$ cat config.mk
export PLATFORM = sky130hd
export DESIGN_NAME = float32_to_float16_round_unit_flat
export DESIGN_NICKNAME = d
export VERILOG_FILES = /design/src/sv/f2h_pkg.sv /design/src/sv/f2h_req_if.sv /design/src/sv/f2h_rsp_if.sv /design/src/sv/float32_to_float16_round_unit.sv /design/src/flat_wrapper.sv
export SDC_FILE = /design/constraint.sdc
export NUM_CORES = 1
export LEC_CHECK = 0
export BUFFER_PORTS_ARGS = -buffer_cell sky130_fd_sc_hd__buf_2
export CAP_MARGIN = 40
export CORE_MARGIN = 2
export CORE_UTILIZATION = 56
export CTS_BUF_LIST = sky130_fd_sc_hd__clkbuf_16
export DETAILED_ROUTE_END_ITERATION = 8
export GPL_TIMING_DRIVEN = 0
export PLACE_DENSITY = 0.89
export SLEW_MARGIN = 20
export SYNTH_ARGS = -nofsm -noshare
export SYNTH_HDL_FRONTEND = slang
export SYNTH_SLANG_ARGS = --single-unit
$ cat constraint.sdc
create_clock -name clock -period 5 [get_ports clock]
set_input_delay 0.75 -clock clock [delete_from_list [all_inputs] [get_ports clock]]
set_output_delay 0.75 -clock clock [all_outputs]
set_load 0.02 [all_outputs]
$ cat src/sv/f2h_pkg.sv
`timescale 1ns / 1ps
// ----------------------------------------------------------------------------
// f2h_pkg: shared types and constants
// Mode codes and field widths for the single to half precision converter.
// ----------------------------------------------------------------------------
package f2h_pkg;

   localparam int SINGLE_WIDTH = 32;
   localparam int MODE_WIDTH   = 3;
   localparam int HALF_WIDTH   = 16;

   typedef enum logic [MODE_WIDTH-1:0] {
      MODE_NEAREST_EVEN = 3'd0,
      MODE_TOWARD_ZERO  = 3'd1,
      MODE_DOWN         = 3'd2,
      MODE_UP           = 3'd3
   } round_mode_type;

   typedef struct packed {
      logic [SINGLE_WIDTH-1:0] single_bits;
      logic [MODE_WIDTH-1:0]   round_mode;
   } req_word_type;

   typedef struct packed {
      logic [HALF_WIDTH-1:0] half_bits;
   } rsp_word_type;

endpackage

$ cat src/sv/f2h_req_if.sv
`timescale 1ns / 1ps
// ----------------------------------------------------------------------------
// f2h_req_if: request channel
// Valid/ready channel that carries one single precision word and its mode.
// ----------------------------------------------------------------------------
interface f2h_req_if;
   import f2h_pkg::*;
   logic         valid;
   logic         ready;
   req_word_type word;
   modport source (output valid, output word, input ready);
   modport sink (input valid, input word, output ready);
endinterface

$ cat src/sv/f2h_rsp_if.sv
`timescale 1ns / 1ps
// ----------------------------------------------------------------------------
// f2h_rsp_if: response channel
// Valid/ready channel that carries one half precision word.
// ----------------------------------------------------------------------------
interface f2h_rsp_if;
   import f2h_pkg::*;
   logic         valid;
   logic         ready;
   rsp_word_type word;
   modport source (output valid, output word, input ready);
   modport sink (input valid, input word, output ready);
endinterface

$ cat src/sv/float32_to_float16_round_unit.sv
`timescale 1ns / 1ps
// ----------------------------------------------------------------------------
// float32_to_float16_round_unit: single to half precision conversion
// Rounds binary32 by the selected mode into binary16 (subnormals truncate).
// ----------------------------------------------------------------------------
// A request passes through the input register, then the result register.
// Throughput: one word per cycle; the input register and the result register
// each advance whenever the stage after them is free or being drained.
// Reset clears both valid flags; the data registers are not reset.
module float32_to_float16_round_unit (
   input logic clock,
   input logic reset,
   f2h_req_if.sink   req,
   f2h_rsp_if.source rsp
);
   import f2h_pkg::*;

   logic         in_valid_ff, in_valid_in;
   req_word_type in_word_ff;
   logic         out_valid_ff, out_valid_in;
   rsp_word_type out_word_ff;
   logic         out_load;
   logic         in_ready;

   logic [31:0] x;
   logic [31:0] xr;
   logic        sign;
   logic [7:0]  expf;
   logic [9:0]  frac;
   logic        lost;
   logic        inc;
   logic [3:0]  sh;
   logic [10:0] sub_val;
   logic [15:0] half;

   assign out_load    = in_valid_ff && (!out_valid_ff || rsp.ready);
   assign in_ready    = !in_valid_ff || out_load;
   assign req.ready   = in_ready;
   assign in_valid_in = (req.valid && in_ready) || (in_valid_ff && !out_load);
   assign out_valid_in = out_load || (out_valid_ff && !rsp.ready);
   assign rsp.valid   = out_valid_ff;
   assign rsp.word    = out_word_ff;

   always_comb begin
      x       = in_word_ff.single_bits;
      sign    = x[31];
      lost    = x[12:0] != 13'd0;
      inc     = 1'b0;
      case (round_mode_type'(in_word_ff.round_mode))
         MODE_NEAREST_EVEN: inc = x[12] && (x[13] || x[11:0] != 12'd0);
         MODE_DOWN:         inc = lost && sign;
         MODE_UP:           inc = lost && !sign;
         default:           inc = 1'b0;
      endcase
      if (x[30:23] == 8'd0 || x[30:23] == 8'hFF) begin
         inc = 1'b0;
      end
      xr      = {1'b0, x[30:0]} + {18'd0, inc, 13'd0};
      expf    = xr[30:23];
      frac    = xr[22:13];
      sh      = 4'd0;
      sub_val = 11'd0;
      if (x[30:23] == 8'hFF) begin
         half = {sign, 5'h1F, (x[22:0] != 23'd0 && x[22:13] == 10'd0) ? 10'h3FF : x[22:13]};
      end else if (xr[31] || expf > 8'd142) begin
         half = {sign, 5'h1F, 10'd0};
      end else if (expf < 8'd103) begin
         half = {sign, 15'd0};
      end else if (expf < 8'd113) begin
         sh      = 4'(8'd113 - expf);
         sub_val = {1'b1, frac} >> sh;
         half    = {sign, 4'd0, sub_val};
      end else begin
         half = {sign, 5'(expf - 8'd112), frac};
      end
   end

   always_ff @(posedge clock) begin
      if (reset) begin
         in_valid_ff  <= 1'b0;
         out_valid_ff <= 1'b0;
      end else begin
         in_valid_ff  <= in_valid_in;
         out_valid_ff <= out_valid_in;
      end
      if (req.valid && in_ready) begin
         in_word_ff <= req.word;
      end
      if (out_load) begin
         out_word_ff.half_bits <= half;
      end
   end

   a_hold: assert property (@(posedge clock) disable iff (reset)
      out_valid_ff && !rsp.ready |=> out_valid_ff && $stable(out_word_ff))
      else $error("result word changed while stalled");
   a_nan: assert property (@(posedge clock) disable iff (reset)
      in_valid_ff && in_word_ff.single_bits[30:23] == 8'hFF
      && in_word_ff.single_bits[22:0] != 23'd0 |-> half[14:10] == 5'h1F && half[9:0] != 10'd0)
      else $error("NaN input did not give a NaN");
   a_ready: assert property (@(posedge clock) disable iff (reset)
      !in_valid_ff |-> req.ready)
      else $error("empty input register refused a word");

endmodule
$ cat src/flat_wrapper.sv
// flat-port wrapper written by rule: the top's interface ports become plain ports
module float32_to_float16_round_unit_flat import f2h_pkg::*;
  (clock, reset, req_valid, req_word, req_ready, rsp_valid, rsp_word, rsp_ready);
  f2h_req_if req_i ();
  f2h_rsp_if rsp_i ();
  input logic clock;
  input logic reset;
  input wire logic [$bits(req_i.valid)-1:0] req_valid;
  input wire logic [$bits(req_i.word)-1:0] req_word;
  output wire logic [$bits(req_i.ready)-1:0] req_ready;
  output wire logic [$bits(rsp_i.valid)-1:0] rsp_valid;
  output wire logic [$bits(rsp_i.word)-1:0] rsp_word;
  input wire logic [$bits(rsp_i.ready)-1:0] rsp_ready;
  assign req_i.valid = req_valid;
  assign req_i.word = req_word;
  assign req_ready = req_i.ready;
  assign rsp_valid = rsp_i.valid;
  assign rsp_word = rsp_i.word;
  assign rsp_i.ready = rsp_ready;
  float32_to_float16_round_unit u_core (.clock(clock), .reset(reset), .req(req_i), .rsp(rsp_i));
endmodule
* Yosys cells after proc, flatten, opt, wreduce, memory -nomap -nowiden
Index checks and enable logic that the tools add are counted.
Storage, ports and cells: flip-flop bits (word level) 53, bits of input ports 39, output and inout port bits 18, logic and storage cells 50
Cells by class: add/subtract/negate cells 3, $lt $le $gt $ge 3, equality and inequality tests 3, shift-type cells 1, muxes and demuxes 7, reductions and logical operators 27
Operator list (count):
- $add 31x14->32 | 1
- $mux 10 | 3
- $mux 15 | 2
- $reduce_bool 23->1 | 1
- $lt 8x7->1 const B | 2
- $reduce_bool 13->1 | 1
- $reduce_bool 12->1 | 1
- $shr 11x4->11 | 1
- $logic_not 10->1 | 1
- $eq 8x8->1 const B | 1
- $gt 8x8->1 const B | 1
- $logic_and 1x1->1 | 8
- $logic_not 8->1 | 1
- $logic_or 1x1->1 | 7
- $eq 3x2->1 const B | 2
- $logic_not 1->1 | 5
- $sub 5x5->5 const B | 1
- $sub 1x4->4 const A | 1
- $logic_not 3->1 | 1
- $pmux 1 s3 | 1
- $reduce_or 2->1 | 1
- $mux 1 | 1

* Depth between registers and ports, before layout
depth in word-level cells 12, gate-level depth with buffers 21, gate-level depth less buffers 16

* Least setup slack after synthesis
Ideal clock, no wire load.
path type register -> register, from reg u_core.in_word_ff, in the netlist u_core.x[24], to reg u_core.out_word_ff, in the netlist u_core.rsp.word[1], data pin, setup time 0.265 ns, data arrival time 3.999 ns, data required time 4.735 ns, path slack 0.736 ns, stages on the path, launching flop included 21, path buffers 4, period minus slack after synthesis 4.264 ns, path through edfxtp_1 -> clkbuf_1 -> nand4_1 -> nor2_1 -> and3_1 -> clkbuf_1 -> nor3_1 -> ha_1 -> and3_1 -> clkbuf_2 -> nand4_1 -> xnor2_1 -> inv_1 -> buf_2 -> ha_1 -> xnor2_1 -> xor2_2 -> mux2i_1 -> o211ai_1 -> a221oi_1 -> o31ai_2
On the way: longest elaborated chain between the ends 10, elaborated cells on any way between the ends 15, classes of those cells 2 x add/sub; 3 x order compare; 1 x eq/ne; 1 x shift; 5 x mux; 3 x reduce/logical
RTL lines:
- start: declaration | line float32_to_float16_round_unit.sv:19 | req_word_type in_word_ff;
- start signal: assignment | line float32_to_float16_round_unit.sv:87 | in_word_ff <= req.word;
- $eq 8x8->1 / $logic_not 8->1 (equally long branches) | line float32_to_float16_round_unit.sv:55, float32_to_float16_round_unit.sv:63
- $logic_or 1x1->1 | line float32_to_float16_round_unit.sv:55 | if (x[30:23] == 8'd0 || x[30:23] == 8'hFF) begin
- $mux 1 | line float32_to_float16_round_unit.sv:55
- $add 31x14->32 | line float32_to_float16_round_unit.sv:58 | xr = {1'b0, x[30:0]} + {18'd0, inc, 13'd0};
- $sub 1x4->4 | line float32_to_float16_round_unit.sv:70 | sh = 4'(8'd113 - expf);
- $shr 11x4->11 | line float32_to_float16_round_unit.sv:71 | sub_val = {1'b1, frac} >> sh;
- $mux 15 | line float32_to_float16_round_unit.sv:69 | end else if (expf < 8'd113) begin
- $mux 15 | line float32_to_float16_round_unit.sv:67 | end else if (expf < 8'd103) begin
- $mux 10 | line float32_to_float16_round_unit.sv:65 | end else if (xr[31] || expf > 8'd142) begin
- $mux 10 (*) | line float32_to_float16_round_unit.sv:63 | if (x[30:23] == 8'hFF) begin
- named net u_core.half[1] | line float32_to_float16_round_unit.sv:34 | logic [15:0] half;
- end: declaration | line float32_to_float16_round_unit.sv:21 | rsp_word_type out_word_ff;
The timed path passes the listed nets; every way through them passes the cells marked *. A chain may end at the register's enable or synchronous reset.

* Final worst setup path
from reg u_core.in_word_ff, in the netlist u_core.x[23], to reg u_core.out_word_ff, in the netlist u_core.rsp.word[0], data pin
Same word-level chain as after synthesis.

==> impl_metrics.env <==
export IMPL_report_final_hold_viol_count=0
export IMPL_finalMaxSlewViolations=0
export IMPL_die_width_um=80.6
export IMPL_synth_sequential_area_ratio_pct=47.8
export IMPL_gp_routability_congestion=0.920
export IMPL_skew_ns=0.00308
export IMPL_port_buffers=56
export IMPL_start_kind="flip-flop"
export IMPL_p_total_mw=1.08
export IMPL_routed_via_count=2940
export IMPL_ys_seq_elements=53
export IMPL_power_density_nw_per_um2=278
export IMPL_grt_start_max_net_pins=36
export IMPL_synth_edff_count=51
export IMPL_timing_critical_path_cells="buf_2 > buf_4 > clkbuf_4 > nor4_1 > a21oi_2 > o311ai_1 > nor3_1 > ha_2 > ha_1 > nand2_2 > nor2_1 > o32ai_1 > a2111oi_0 > a2111oi_1 > nor4_1 > o31ai_1"
export IMPL_placementRows=27
export IMPL_gr_total_overflow=0
export IMPL_switching_part_of_the_total_pct=27.5
export IMPL_path_class="reg -> reg"
export IMPL_floorplan_core_area_um2=5570
export IMPL_syn_area_um2=3290
export IMPL_cts_buf_count=5
export IMPL_setup_total_neg_slack_ns=0
export IMPL_synth_warnings=0
export IMPL_combPwrFrac_pct=17.8
export IMPL_cp_end_kind="flip-flop"
export IMPL_dp_slack_ns=-0.271
export IMPL_routed_via_density=6.52
export IMPL_route_final_wire_length_um=8030
export IMPL_final_antenna_net_count=0
export IMPL_synthesis_instances=312
export IMPL_post_route_cell_area_um2=3880
export IMPL_drv_cap=0
export IMPL_critical_path_most_common_cell="sky130_fd_sc_hd__nor4_1"
export IMPL_synth_mux_area_fraction_pct=2.40
export IMPL_synthFlopType="sky130_fd_sc_hd__edfxtp_1"
export IMPL_initial_drt_markers=390
export IMPL_power_clock_fraction_pct=33.2
export IMPL_setup_violations_final=0
export IMPL_nets=420
export IMPL_syn2layout_area_growth_pct=18.0
export IMPL_groute_usage_overall_pct=24.7
export IMPL_antenna_diode_count=0
export IMPL_critical_path_required_ns=5.04
export IMPL_layout_setup_ws_ns=0.104
export IMPL_clock_period_minus_final_worst_setup_slack_ns=4.90
export IMPL_dr_pass1_iters=6
export IMPL_hp_class="reg -> reg"
export IMPL_leakage_nw=1.39
export IMPL_detail_route_drc_violations=0
export IMPL_tritoncts_num_sinks=53
export IMPL_worst_vdd_drop_mv=0.275
export IMPL_cts_clk_slew_worst_paths_ns=0.07
export IMPL_clock_path_buffers=2
export IMPL_status="completed"
export IMPL_cp_max_fo=10
export IMPL_mostFrequentLayoutCell="sky130_fd_sc_hd__buf_2"
export IMPL_synth_nets=354
export IMPL_synthTopCellsByArea="sky130_fd_sc_hd__edfxtp_1 47%, sky130_fd_sc_hd__xnor2_1 3.7%, sky130_fd_sc_hd__nor4_1 3.2%"
export IMPL_p_seq_share_pct=49.0
export IMPL_cts_tree="built"
export IMPL_synth_top_area_share_pct=46.6
export IMPL_avgRoutedWirePerCell_um=17.8
export IMPL_antenna_found_initial=0
export IMPL_insertion_delay_ns=0.29
export IMPL_area_fraction_in_compound_gates_after_synthesis_pct=20.2
export IMPL_yosys_area_top_type="sky130_fd_sc_hd__edfxtp_1"
export IMPL_detailedPlacementHpwl_um=5670
export IMPL_post_synth_and_or_nand_nor_area_fraction_pct=19.6
export IMPL_worst_slew_pin_transition_ns=1.06
export IMPL_total_die_area_um2=6500
export IMPL_grt_pass1_vias=2630
export IMPL_num_io_pins=57
export IMPL_floorplan_die_height_um=80.6
export IMPL_worst_endpoint_data_arrival_time_ns=4.93
export IMPL_crit_path_max_incr_delay_ns=0.97
export IMPL_synth_avg_cell_area_um2=10.5
export IMPL_drive_above_1_share_pct=28.0
export IMPL_async_flop_share_pct=0
export IMPL_switching_power_total_uw=297
export IMPL_htreeDepth=2
export IMPL_placedInstanceArea_um2=3660
export IMPL_grt_first_pass_wirelength_um=12300
export IMPL_initial_core_util_pct=59.0
export IMPL_root_buffer="sky130_fd_sc_hd__clkbuf_16"
export IMPL_largest_family_of_logic_cells_by_synthesized_area="compound AO/OA/AOI/OAI gates"
export IMPL_synth_lib_cells_used_distinct=70
export IMPL_yosys_area_share_adder_pct=1.14
export IMPL_period_share_pct=97.9
export IMPL_timing_fmax_ghz=0.204
export IMPL_slowest_stage="sky130_fd_sc_hd__a2111oi_0"
export IMPL_post_synth_xor_area_fraction_pct=5.02
export IMPL_rel_slew_slack_pct=27.6
export IMPL_power_report_internal_total_uw=782
export IMPL_mostFrequentLayoutCells="65 x sky130_fd_sc_hd__buf_2, 51 x sky130_fd_sc_hd__edfxtp_1, 21 x sky130_fd_sc_hd__o21ai_0, 20 x sky130_fd_sc_hd__nor2_1"
-- sequential cells by signal, indices dropped and copies added, names as in the netlist --
register	flops
u_core.in_valid_ff	1
u_core.in_word_ff	3
u_core.rsp.valid	1
u_core.rsp.word	16
u_core.x	32
-- worst paths after layout --
check,depth (start not counted),end,start,slack (ns)
worst max-delay path,16,u_core.rsp.word[0],u_core.x[23],0.10
worst min-delay path,0,u_core.rsp.word[15],u_core.x[31],0.47
worst max register to register,16,u_core.rsp.word[0],u_core.x[23],0.10
worst min register to register,0,u_core.rsp.word[15],u_core.x[31],0.47
-- routing by layer --
layer / part of all wire [%] / global-route usage [%] / vias to the layer above
met5: 0 / 0 / -
met2: 48 / 39.8 / 166
met4: 2.7 / 9.83 / 0
met3: 7.8 / 3.82 / 23
met1: 42 / 33.3 / 1373
li1: - / - / 1378
-- power groups by stage --
stage | Clock (mW) | Combinational (mW) | Sequential, mW
4_1_cts | 0.361 | 0.182 | 0.529
3_3_place_gp | 0 | 0.176 | 0.538
2_1_floorplan | 0 | 0.116 | 0.546
5_1_grt | 0.380 | 0.206 | 0.532
3_5_place_dp | 0 | 0.178 | 0.539
6_report | 0.359 | 0.192 | 0.529
-- metrics by stage --
| stage | std cells | util, % | hold WS [ns] |
|---|---|---|---|
| after global routing | 451 | 69.6 | 0.488 |
| after CTS | 449 | 68.9 | 0.467 |
| final | 451 | 69.6 | 0.475 |
| after floorplan | 312 | - | 0.427 |
| after detailed placement | 440 | 65.7 | 0.451 |
| after global placement | 440 | 65.6 | 0.448 |
-- Yosys cell counts, types with 3 or more instances --
library cell,number
sky130_fd_sc_hd__nand4_1,7
sky130_fd_sc_hd__edfxtp_1,51
sky130_fd_sc_hd__and3_1,3
sky130_fd_sc_hd__mux2i_1,3
sky130_fd_sc_hd__o31ai_1,7
sky130_fd_sc_hd__o21ai_0,21
sky130_fd_sc_hd__nor4_1,17
sky130_fd_sc_hd__nand2_1,17
sky130_fd_sc_hd__a31oi_1,5
sky130_fd_sc_hd__ha_1,3
sky130_fd_sc_hd__xnor2_1,14
sky130_fd_sc_hd__inv_1,4
sky130_fd_sc_hd__and2_1,4
sky130_fd_sc_hd__nor3_1,7
sky130_fd_sc_hd__a211oi_1,4
sky130_fd_sc_hd__buf_2,10
sky130_fd_sc_hd__and4_1,3
sky130_fd_sc_hd__o211ai_1,8
sky130_fd_sc_hd__o211a_1,3
sky130_fd_sc_hd__o21a_1,3
sky130_fd_sc_hd__nor2_1,20
sky130_fd_sc_hd__nor2b_1,6
sky130_fd_sc_hd__xor2_1,3
sky130_fd_sc_hd__nand3_1,8
sky130_fd_sc_hd__a21oi_1,12
sky130_fd_sc_hd__clkbuf_1,12
-- what timing repair did --
item / CTS / global route
hold buffers: 0 / 0
gates resized for setup: 2 / 10
buffers inserted: 2 / 3
pin swaps: 2 / 7
setup endpoints to repair: 2 / 7
-- area by class of cell --
cell class	count	area, µm²
clock buffers	5	125
well taps	72	90.1
multi-input cells	230	1620
plain buffers	23	109
flip-flops and latches	53	1570
inverters	4	15.0
clock inverters	3	28.8
repair buffers	61	318
fillers	443	1690
-- worst max-delay path: cells and delay by family, from the launching register on --
family                     cells  cell delay (ns)
adders and majority gates      2             0.59
and+or+nand+nor                5             1.34
DFF                            1             0.32
AOI/OAI and AO/OA              6             1.80
buffers and inverters          3             0.58
-- cells by family (layout without fill, tap and decap cells) --
| kind of cell | Yosys count | after routing |
|---|---|---|
| mux | 6 | 6 |
| buf+inv | 29 | 96 |
| simple gates | 110 | 110 |
| compound gates | 93 | 93 |
| fa+ha+maj | 3 | 3 |
| flops | 53 | 53 |
| xor+xnor | 18 | 18 |
Note: power is estimated with default switching activity, not from simulation.
